--- src/hdl/slr_pkg.sv ---
// Shared types and constants for the stereo linear resampler.
// No dependencies; imported by every module of the block.
`default_nettype none

package slr_pkg;

	localparam int SAMPLE_W  = 16;
	localparam int FRAC_BITS = 16;
	localparam int STEP_W    = 20;
	localparam int MAX_OUT   = 4;
	localparam int CNT_W     = $clog2(MAX_OUT);

	// phase accumulator: holds a stored phase plus one step during a run
	localparam int ACC_W = ((STEP_W > FRAC_BITS) ? STEP_W : FRAC_BITS) + 2;
	localparam logic [ACC_W-1:0] PHASE_ONE = ACC_W'(1) << FRAC_BITS;

	localparam logic [STEP_W-1:0] STEP_RESET = STEP_W'(60211);

	localparam int QDEPTH = 4;
	localparam int QPTR_W = $clog2(QDEPTH);
	localparam int QCNT_W = QPTR_W + 1;

	typedef struct packed {
		logic signed [SAMPLE_W-1:0] left_in;
		logic signed [SAMPLE_W-1:0] right_in;
		logic                       track_last;
	} in_item_t;

	typedef struct packed {
		logic signed [SAMPLE_W-1:0] left_out;
		logic signed [SAMPLE_W-1:0] right_out;
		logic                       run_last;
	} out_item_t;

	// one interpolation job, front to back
	typedef struct packed {
		logic signed [SAMPLE_W-1:0] prev_l;
		logic signed [SAMPLE_W-1:0] prev_r;
		logic signed [SAMPLE_W-1:0] new_l;
		logic signed [SAMPLE_W-1:0] new_r;
		logic [FRAC_BITS-1:0]       frac;
		logic                       run_last;
	} job_t;

	typedef struct packed {
		logic full;
		logic empty;
	} q_status_t;

endpackage

`default_nettype wire

--- src/hdl/slr_queue.sv ---
// Small job queue between the front sequencer and the interpolation back end.
// Depends on slr_pkg.
`default_nettype none

module slr_queue (
	input  wire              clk,
	input  wire              arst_n,
	input  wire              push,
	input  slr_pkg::job_t    push_data,
	input  wire              pop,
	output slr_pkg::job_t    pop_data,
	output slr_pkg::q_status_t status
);
	import slr_pkg::*;

	job_t              mem_q [QDEPTH];
	logic [QPTR_W-1:0] wr_ptr_q;
	logic [QPTR_W-1:0] rd_ptr_q;
	logic [QCNT_W-1:0] count_q;
	logic              do_push;
	logic              do_pop;

	assign status.full  = (count_q == QCNT_W'(QDEPTH));
	assign status.empty = (count_q == '0);
	assign do_push      = push && !status.full;
	assign do_pop       = pop && !status.empty;
	assign pop_data     = mem_q[rd_ptr_q];

	always_ff @(posedge clk) begin
		if (do_push) begin
			mem_q[wr_ptr_q] <= push_data;
		end
	end

	always_ff @(posedge clk or negedge arst_n) begin
		if (!arst_n) begin
			wr_ptr_q <= '0;
			rd_ptr_q <= '0;
			count_q  <= '0;
		end else begin
			if (do_push) wr_ptr_q <= wr_ptr_q + QPTR_W'(1);
			if (do_pop)  rd_ptr_q <= rd_ptr_q + QPTR_W'(1);
			case ({do_push, do_pop})
				2'b10:   count_q <= count_q + QCNT_W'(1);
				2'b01:   count_q <= count_q - QCNT_W'(1);
				default: count_q <= count_q;
			endcase
		end
	end

`ifndef NO_ASSERTIONS
	a_count_bound: assert property (@(posedge clk) disable iff (!arst_n)
		count_q <= QCNT_W'(QDEPTH))
		else $error("queue count beyond depth");
`endif

endmodule

`default_nettype wire

--- src/hdl/slr_front.sv ---
// Front sequencer: accepts frames, keeps previous frame, phase and primed flag,
// and issues one interpolation job per cycle unless the queue is full. Depends on slr_pkg.
`default_nettype none

module slr_front (
	input  wire                         clk,
	input  wire                         arst_n,
	input  wire                         in_valid,
	output logic                        in_stall,
	input  slr_pkg::in_item_t           in_data,
	input  wire                         cfg_we,
	input  wire [slr_pkg::STEP_W-1:0]   cfg_data,
	input  slr_pkg::q_status_t          q_status,
	output logic                        push,
	output slr_pkg::job_t               job
);
	import slr_pkg::*;

	logic [STEP_W-1:0]         step_q;
	in_item_t                  item_q;
	logic                      item_v_q;
	logic                      primed_q;
	logic [ACC_W-1:0]          phase_q;
	logic [CNT_W-1:0]          cnt_q;
	logic signed [SAMPLE_W-1:0] prev_l_q;
	logic signed [SAMPLE_W-1:0] prev_r_q;

	logic [ACC_W-1:0] sum;
	logic [ACC_W-1:0] base;
	logic [ACC_W-1:0] phase_end;
	logic             below_one;
	logic             last_job;
	logic             done;
	logic             accept;

	always_comb begin
		sum       = phase_q + ACC_W'(step_q);
		below_one = (phase_q < PHASE_ONE);
		last_job  = (sum >= PHASE_ONE) || (cnt_q == CNT_W'(MAX_OUT - 1));
		push      = item_v_q && primed_q && below_one && !q_status.full;
		// finish on an unprimed frame, on a frame with no output, or with the final job
		done      = item_v_q && (!primed_q || !below_one || (push && last_job));
		base      = below_one ? sum : phase_q;
		// cap reached with phase still under one: phase restarts at zero
		phase_end = (base >= PHASE_ONE) ? (base - PHASE_ONE) : '0;
		in_stall  = item_v_q && !done;
		accept    = in_valid && !in_stall;
	end

	always_comb begin
		job.prev_l   = prev_l_q;
		job.prev_r   = prev_r_q;
		job.new_l    = item_q.left_in;
		job.new_r    = item_q.right_in;
		job.frac     = phase_q[FRAC_BITS-1:0];
		job.run_last = last_job;
	end

	always_ff @(posedge clk) begin
		if (accept) begin
			item_q <= in_data;
		end
	end

	always_ff @(posedge clk or negedge arst_n) begin
		if (!arst_n) begin
			step_q   <= STEP_RESET;
			item_v_q <= 1'b0;
			primed_q <= 1'b0;
			phase_q  <= '0;
			cnt_q    <= '0;
			prev_l_q <= '0;
			prev_r_q <= '0;
		end else begin
			if (cfg_we) step_q <= cfg_data;

			if (accept)    item_v_q <= 1'b1;
			else if (done) item_v_q <= 1'b0;

			if (done) begin
				cnt_q <= '0;
				if (item_q.track_last) begin
					primed_q <= 1'b0;
					phase_q  <= '0;
					prev_l_q <= '0;
					prev_r_q <= '0;
				end else begin
					primed_q <= 1'b1;
					if (primed_q) phase_q <= phase_end;
					prev_l_q <= item_q.left_in;
					prev_r_q <= item_q.right_in;
				end
			end else if (push) begin
				phase_q <= sum;
				cnt_q   <= cnt_q + CNT_W'(1);
			end
		end
	end

`ifndef NO_ASSERTIONS
	a_push_needs_prime: assert property (@(posedge clk) disable iff (!arst_n)
		push |-> (item_v_q && primed_q))
		else $error("job issued without a primed frame");

	a_track_end_clears: assert property (@(posedge clk) disable iff (!arst_n)
		(done && item_q.track_last) |=> (!primed_q && phase_q == '0))
		else $error("state not cleared after track end");

	a_run_continues: assert property (@(posedge clk) disable iff (!arst_n)
		(push && !last_job) |=> (item_v_q && cnt_q != '0))
		else $error("run ended before its last job");
`endif

endmodule

`default_nettype wire

--- src/hdl/slr_back.sv ---
// Back end: three-stage interpolation pipeline, prev + trunc((new - prev) * frac),
// with the output register as last stage. Depends on slr_pkg.
`default_nettype none

module slr_back (
	input  wire                clk,
	input  wire                arst_n,
	input  slr_pkg::job_t      job,
	input  slr_pkg::q_status_t q_status,
	output logic               pop,
	output logic               out_valid,
	input  wire                out_stall,
	output slr_pkg::out_item_t out_data
);
	import slr_pkg::*;

	localparam int PROD_W = SAMPLE_W + FRAC_BITS;

	logic adv;
	logic v_s1, v_s2, v_s3;

	logic signed [SAMPLE_W:0]   diff [2];
	logic [SAMPLE_W:0]          ndiff [2];
	logic signed [SAMPLE_W-1:0] prev_in [2];
	logic signed [SAMPLE_W-1:0] new_in [2];

	logic signed [SAMPLE_W-1:0] a_s1 [2];
	logic [SAMPLE_W-1:0]        mag_s1 [2];
	logic                       neg_s1 [2];
	logic [FRAC_BITS-1:0]       frac_s1;
	logic                       last_s1;

	logic signed [SAMPLE_W-1:0] a_s2 [2];
	logic [PROD_W-1:0]          prod_s2 [2];
	logic                       neg_s2 [2];
	logic                       last_s2;

	logic [SAMPLE_W-1:0]        t_s2 [2];
	logic signed [SAMPLE_W-1:0] res [2];
	logic signed [SAMPLE_W-1:0] res_s3 [2];
	logic                       last_s3;

	assign adv = !(v_s3 && out_stall);
	assign pop = adv && !q_status.empty;

	always_comb begin
		prev_in[0] = job.prev_l;
		prev_in[1] = job.prev_r;
		new_in[0]  = job.new_l;
		new_in[1]  = job.new_r;
		for (int i = 0; i < 2; i++) begin
			diff[i]  = {new_in[i][SAMPLE_W-1], new_in[i]} - {prev_in[i][SAMPLE_W-1], prev_in[i]};
			ndiff[i] = -diff[i];
			t_s2[i]  = prod_s2[i][FRAC_BITS +: SAMPLE_W];
			// truncation toward zero: scale the magnitude, then apply the sign
			res[i]   = neg_s2[i] ? (a_s2[i] - t_s2[i]) : (a_s2[i] + t_s2[i]);
		end
	end

	always_ff @(posedge clk) begin
		if (adv) begin
			for (int i = 0; i < 2; i++) begin
				a_s1[i]   <= prev_in[i];
				neg_s1[i] <= diff[i][SAMPLE_W];
				mag_s1[i] <= diff[i][SAMPLE_W] ? ndiff[i][SAMPLE_W-1:0] : diff[i][SAMPLE_W-1:0];
				a_s2[i]    <= a_s1[i];
				neg_s2[i]  <= neg_s1[i];
				prod_s2[i] <= PROD_W'(mag_s1[i]) * PROD_W'(frac_s1);
				res_s3[i]  <= res[i];
			end
			frac_s1 <= job.frac;
			last_s1 <= job.run_last;
			last_s2 <= last_s1;
			last_s3 <= last_s2;
		end
	end

	always_ff @(posedge clk or negedge arst_n) begin
		if (!arst_n) begin
			v_s1 <= 1'b0;
			v_s2 <= 1'b0;
			v_s3 <= 1'b0;
		end else if (adv) begin
			v_s1 <= pop;
			v_s2 <= v_s1;
			v_s3 <= v_s2;
		end
	end

	assign out_valid          = v_s3;
	assign out_data.left_out  = res_s3[0];
	assign out_data.right_out = res_s3[1];
	assign out_data.run_last  = last_s3;

`ifndef NO_ASSERTIONS
	a_pop_enters_pipe: assert property (@(posedge clk) disable iff (!arst_n)
		pop |=> v_s1)
		else $error("popped job did not enter the pipeline");
`endif

endmodule

`default_nettype wire

--- src/hdl/stereo_linear_resampler_unit.sv ---
// Top level of the stereo linear resampler: front sequencer, job queue, back end.
// Depends on slr_pkg, slr_front, slr_queue, slr_back.
//
// Input channel in_valid/in_stall/in_data carries one stereo frame per transfer;
// output channel out_valid/out_stall/out_data carries one interpolated frame per
// transfer, run_last marking the final output caused by an input frame.
// cfg_we/cfg_data writes phase_step (Q4.16, input frames per output frame).
// The front sequencer issues one job per cycle while the queue is not full; an
// input frame yields 0 to 4 output frames.
// The first output of a frame passes the sequencer, the queue and the three-stage
// multiply pipeline ending in the output register.
// A 4-entry job queue separates front and back, so input transfers continue while
// the receiver stalls, until the queue is full.
// Reset clears previous frame, phase and primed flag, and sets phase_step to 60211;
// the first frame after reset or after a track end only primes the block.
`default_nettype none

module stereo_linear_resampler_unit (
	input  wire                        clk,
	input  wire                        arst_n,
	input  wire                        in_valid,
	output logic                       in_stall,
	input  slr_pkg::in_item_t          in_data,
	output logic                       out_valid,
	input  wire                        out_stall,
	output slr_pkg::out_item_t         out_data,
	input  wire                        cfg_we,
	input  wire [slr_pkg::STEP_W-1:0]  cfg_data
);
	import slr_pkg::*;

	job_t      push_job;
	job_t      pop_job;
	logic      push;
	logic      pop;
	q_status_t q_status;

	slr_front u_front (
		.clk      (clk),
		.arst_n   (arst_n),
		.in_valid (in_valid),
		.in_stall (in_stall),
		.in_data  (in_data),
		.cfg_we   (cfg_we),
		.cfg_data (cfg_data),
		.q_status (q_status),
		.push     (push),
		.job      (push_job)
	);

	slr_queue u_queue (
		.clk       (clk),
		.arst_n    (arst_n),
		.push      (push),
		.push_data (push_job),
		.pop       (pop),
		.pop_data  (pop_job),
		.status    (q_status)
	);

	slr_back u_back (
		.clk       (clk),
		.arst_n    (arst_n),
		.job       (pop_job),
		.q_status  (q_status),
		.pop       (pop),
		.out_valid (out_valid),
		.out_stall (out_stall),
		.out_data  (out_data)
	);

endmodule

`default_nettype wire
--- config.mk ---
export PLATFORM = sky130hd
export DESIGN_NAME = stereo_linear_resampler_unit
export DESIGN_NICKNAME = d
export VERILOG_FILES = /design/src/hdl/slr_pkg.sv /design/src/hdl/slr_queue.sv /design/src/hdl/slr_front.sv /design/src/hdl/slr_back.sv /design/src/hdl/stereo_linear_resampler_unit.sv
export SDC_FILE = /design/constraint.sdc
export NUM_CORES = 2
export LEC_CHECK = 0
export ABC_AREA = 1
export BUFFER_PORTS_ARGS = -buffer_cell sky130_fd_sc_hd__buf_2
export CORE_UTILIZATION = 30
export DETAILED_ROUTE_END_ITERATION = 10
export GPL_ROUTABILITY_DRIVEN = 0
export HOLD_SLACK_MARGIN = 0.1
export SLEW_MARGIN = 5
export SYNTH_ARGS = -nofsm -noshare
export SYNTH_HDL_FRONTEND = slang
export SYNTH_HIERARCHICAL = 1
export SYNTH_SLANG_ARGS = --single-unit
--- constraint.sdc ---
create_clock -name clk -period 6.9 [get_ports clk]
set_input_delay 0.69 -clock clk [delete_from_list [all_inputs] [get_ports clk]]
set_output_delay 0.69 -clock clk [all_outputs]
set_load 0.1 [all_outputs]
==> impl_metrics.ini <==
[outcome]
status = completed

[clocking]
cts_max_path_buffers = 3
clock-sinks = 628
cts_tree = yes
cts_setup_buffers = 0
htree_levels = 3
numCtsBuffers = 71
path_clk_slew_ps = 60
ctsResizeCount = 0
cts-root-buf = clkbuf_16
clk_latency_ps = 710

[detailed_routing]
firstDrtPassIters = 6
antenna_left = 0
drt-total-wl_mm = 121
num_vias = 35100
wire_per_inst_um = 15.7
post-route-drc-count = 0
drtIter0Drc = 2352
routed_via_density = 4.54

[sta]
fin_crit_sh_pct = 88.7
tightest_slew_ps = 1130
relSlewSlack_pct = 24.8
fin_skew_ps = 69.7
fmax_ghz = 0.163
finalHoldViolCount = 0
layout_setup_ws_ps = 780
setup_viol = 0
final_max_slew_viol_count = 0
fin_crit_ps = 6120
tns_ps = 0
rsz0062_at_grt = false

[placed_design]
hpwl_mm = 91.2
port_buffers = 92
place_ws_ps = 823

[yosys]
synth_ff_type = edfxtp_1
synth-async-reset-ratio_pct = 14.0
ys_seq_area_share_pct = 37.5
ys_types = 56
yosys.area_share.simple_pct = 17.7
synth_edf_count = 540
synth_fa_ha_area_share_pct = 23.5
avgSynthCellArea_um2 = 8.92
synth_compound_area_share_pct = 6.86
synth_top_family_by_area = adder cells
synth_area_mm2 = 0.0491
muxShareOfSynthArea_pct = 0.436
synth_xor_area_share_pct = 1.78
yosys_warnings = 6
synthCells = 5502
synthesis.nets = 6248
synth-seq-cells = 628

[worst_setup_path]
crit_type = reg -> reg
crit_arrival_ps = 6520
cp_cell_sequence = buf_4 > nand2_1 > inv_1 > fa_1 > inv_1 > fa_1 > fa_1 > inv_1 > fa_1 > fa_1 > inv_1 > fa_1 > inv_1 > ha_1 > a21oi_1 > o21ai_0 > inv_1 > a21oi_1 > a211oi_1 > nand2_1 > nand2_1 > nand2_1
end_kind = flop
slowest_delay_ps = 960
required_ps = 7300
cp_max_fo = 26
critPathSlowestCell = edfxtp_1
rr_worst_depth = 22
start_kind = flop

[finish]
area_growth_pct = 9.71
drive_gt1_share_pct = 8.23
nets = 6241
final_common_cell = nand2_1
final_cell_mix = nand2_1 (1616), inv_1 (1199), edfxtp_1 (540)

[die]
die_w_um = 407
initial_utilization_pct = 30.2
dieHeight_um = 407
fp-row-count = 148
core_mm2 = 0.163
die_area_mm2 = 0.165
io_pins = 93

[global_route]
grt_use_met3_pct = 2.19
top_usage_layer = met2
grt_pass1_vias = 35400
met1_usage_pct = 20.5
track_usage_pct = 15.0
grt_pass1_wl_mm = 195
grt-ovfl-total = 0
gr-usage-met2_pct = 24.5
antenna_found_initial = 6
grt_max_degree = 228

[hold_path]
min_delay_path_depth = 1
hp-class = in -> reg

[flow_run]
cap_violations = 0
-- synth_stat cells (12+ instances only) --
cell | instances | area share [%]
nor3_1 | 28 | 0.29
o21ai_0 | 116 | 1.2
xnor2_1 | 23 | 0.41
a21oi_1 | 123 | 1.3
buf_4 | 55 | 0.84
nand2_1 | 1617 | 12
o21ai_1 | 12 | 0.12
xor2_1 | 73 | 1.3
nand4_1 | 33 | 0.42
clkbuf_1 | 127 | 0.97
o211ai_2 | 89 | 2.3
fa_1 | 392 | 16
ha_1 | 296 | 7.5
nand3_1 | 197 | 2.0
nand2_2 | 26 | 0.33
inv_2 | 12 | 0.092
inv_1 | 1200 | 9.2
dfrtp_1 | 78 | 4.0
a31oi_1 | 13 | 0.17
nor2_1 | 197 | 1.5
edfxtp_1 | 540 | 33
buf_6 | 35 | 0.80
mux2_2 | 19 | 0.44
o211ai_1 | 76 | 1.2
buf_2 | 18 | 0.18
-- critical path, delay by kind of cell, from the launching register on --
kind / cells / cell delay (ps)
AND/OR/NAND/NOR: 4 / 270
adder cells (fa/ha/maj): 7 / 3190
buffers and inverters: 7 / 740
AO/OA/AOI/OAI: 4 / 690
flip-flops: 1 / 960
-- sequential cells by signal, indices dropped and copies added, names as in the netlist, 2 cells and up --
signal            flops
u_back/frac_s1       16
u_back/neg_s2         2
u_front/prev_l_q     16
u_back/a_s1          32
u_front/phase_q      22
u_back/mag_s1        32
u_back/neg_s1         2
u_queue/rd_ptr_q      2
u_queue/count_q       3
u_back/a_s2          32
u_back/res_s3        32
u_front/step_q       20
u_queue/mem_q       324
u_front/job          32
u_front/prev_r_q     16
u_front/cnt_q         2
u_queue/wr_ptr_q      2
u_back/prod_s2       32
-- kinds of logic after synthesis --
kind of cell | count (synthesis)
XOR/XNOR | 98
AND/OR/NAND/NOR | 2143
flip-flops | 628
buffers and inverters | 1456
AO/OA/AOI/OAI | 470
adder cells (fa/ha/maj) | 688
multiplexers | 19
-- area by class of cell --
| type | count | area (µm²) |
|---|---|---|
| fillers | 16800 | 109000 |
| multi-input cells | 3418 | 24700 |
| flip-flops and latches | 628 | 18400 |
| inverters | 1217 | 4590 |
| well taps | 2175 | 2720 |
| clock buffers | 94 | 1900 |
| repair buffers | 159 | 1050 |
| clock inverters | 35 | 432 |
| diodes | 1 | 2.50 |
-- routing by layer --
metal	share of wire, %	vias to the layer above	routed length [µm]
li1	-	17000	-
met1	47	17000	56600
met2	46	861	55700
met3	5.0	195	6040
met4	2.6	2	3110
met5	0.011	-	13
-- per-stage QoR --
step	hold slack, ps	instance area (µm²)	std cells	utilization (%)
after global placement	401	51500	7593	31.7
after CTS	115	53900	7726	33.1
after global routing	154	53900	7726	33.1
after floorplan	394	49100	5502	-
after detailed placement	405	51500	7593	31.7
final	185	53900	7727	33.1
-- what timing repair did --
| action | CTS | global route |
|---|---|---|
| endpoints found under the setup margin | 0 | 0 |
| hold buffers | 4 | 0 |
| hold endpoints to repair | 27 | 0 |
-- worst paths after layout --
path                                           from                     to  slack [ps]
min in group asynchronous                    arst_n     u_front/step_q[10]         480
worst max register to register    u_back/frac_s1[5]  u_back/prod_s2[0][27]         780
worst min register to register  u_back/neg_s1[0][1]    u_back/neg_s2[0][1]         410
worst max-delay path              u_back/frac_s1[5]  u_back/prod_s2[0][27]         780
worst min-delay path                    in_data[18]        u_front/job[34]         190
max in group asynchronous                    arst_n    u_front/prev_l_q[6]        5110
Power is left out: the tool's default activity adds up to more than one toggle a clock period on the data nets, which glitch-free logic cannot reach.
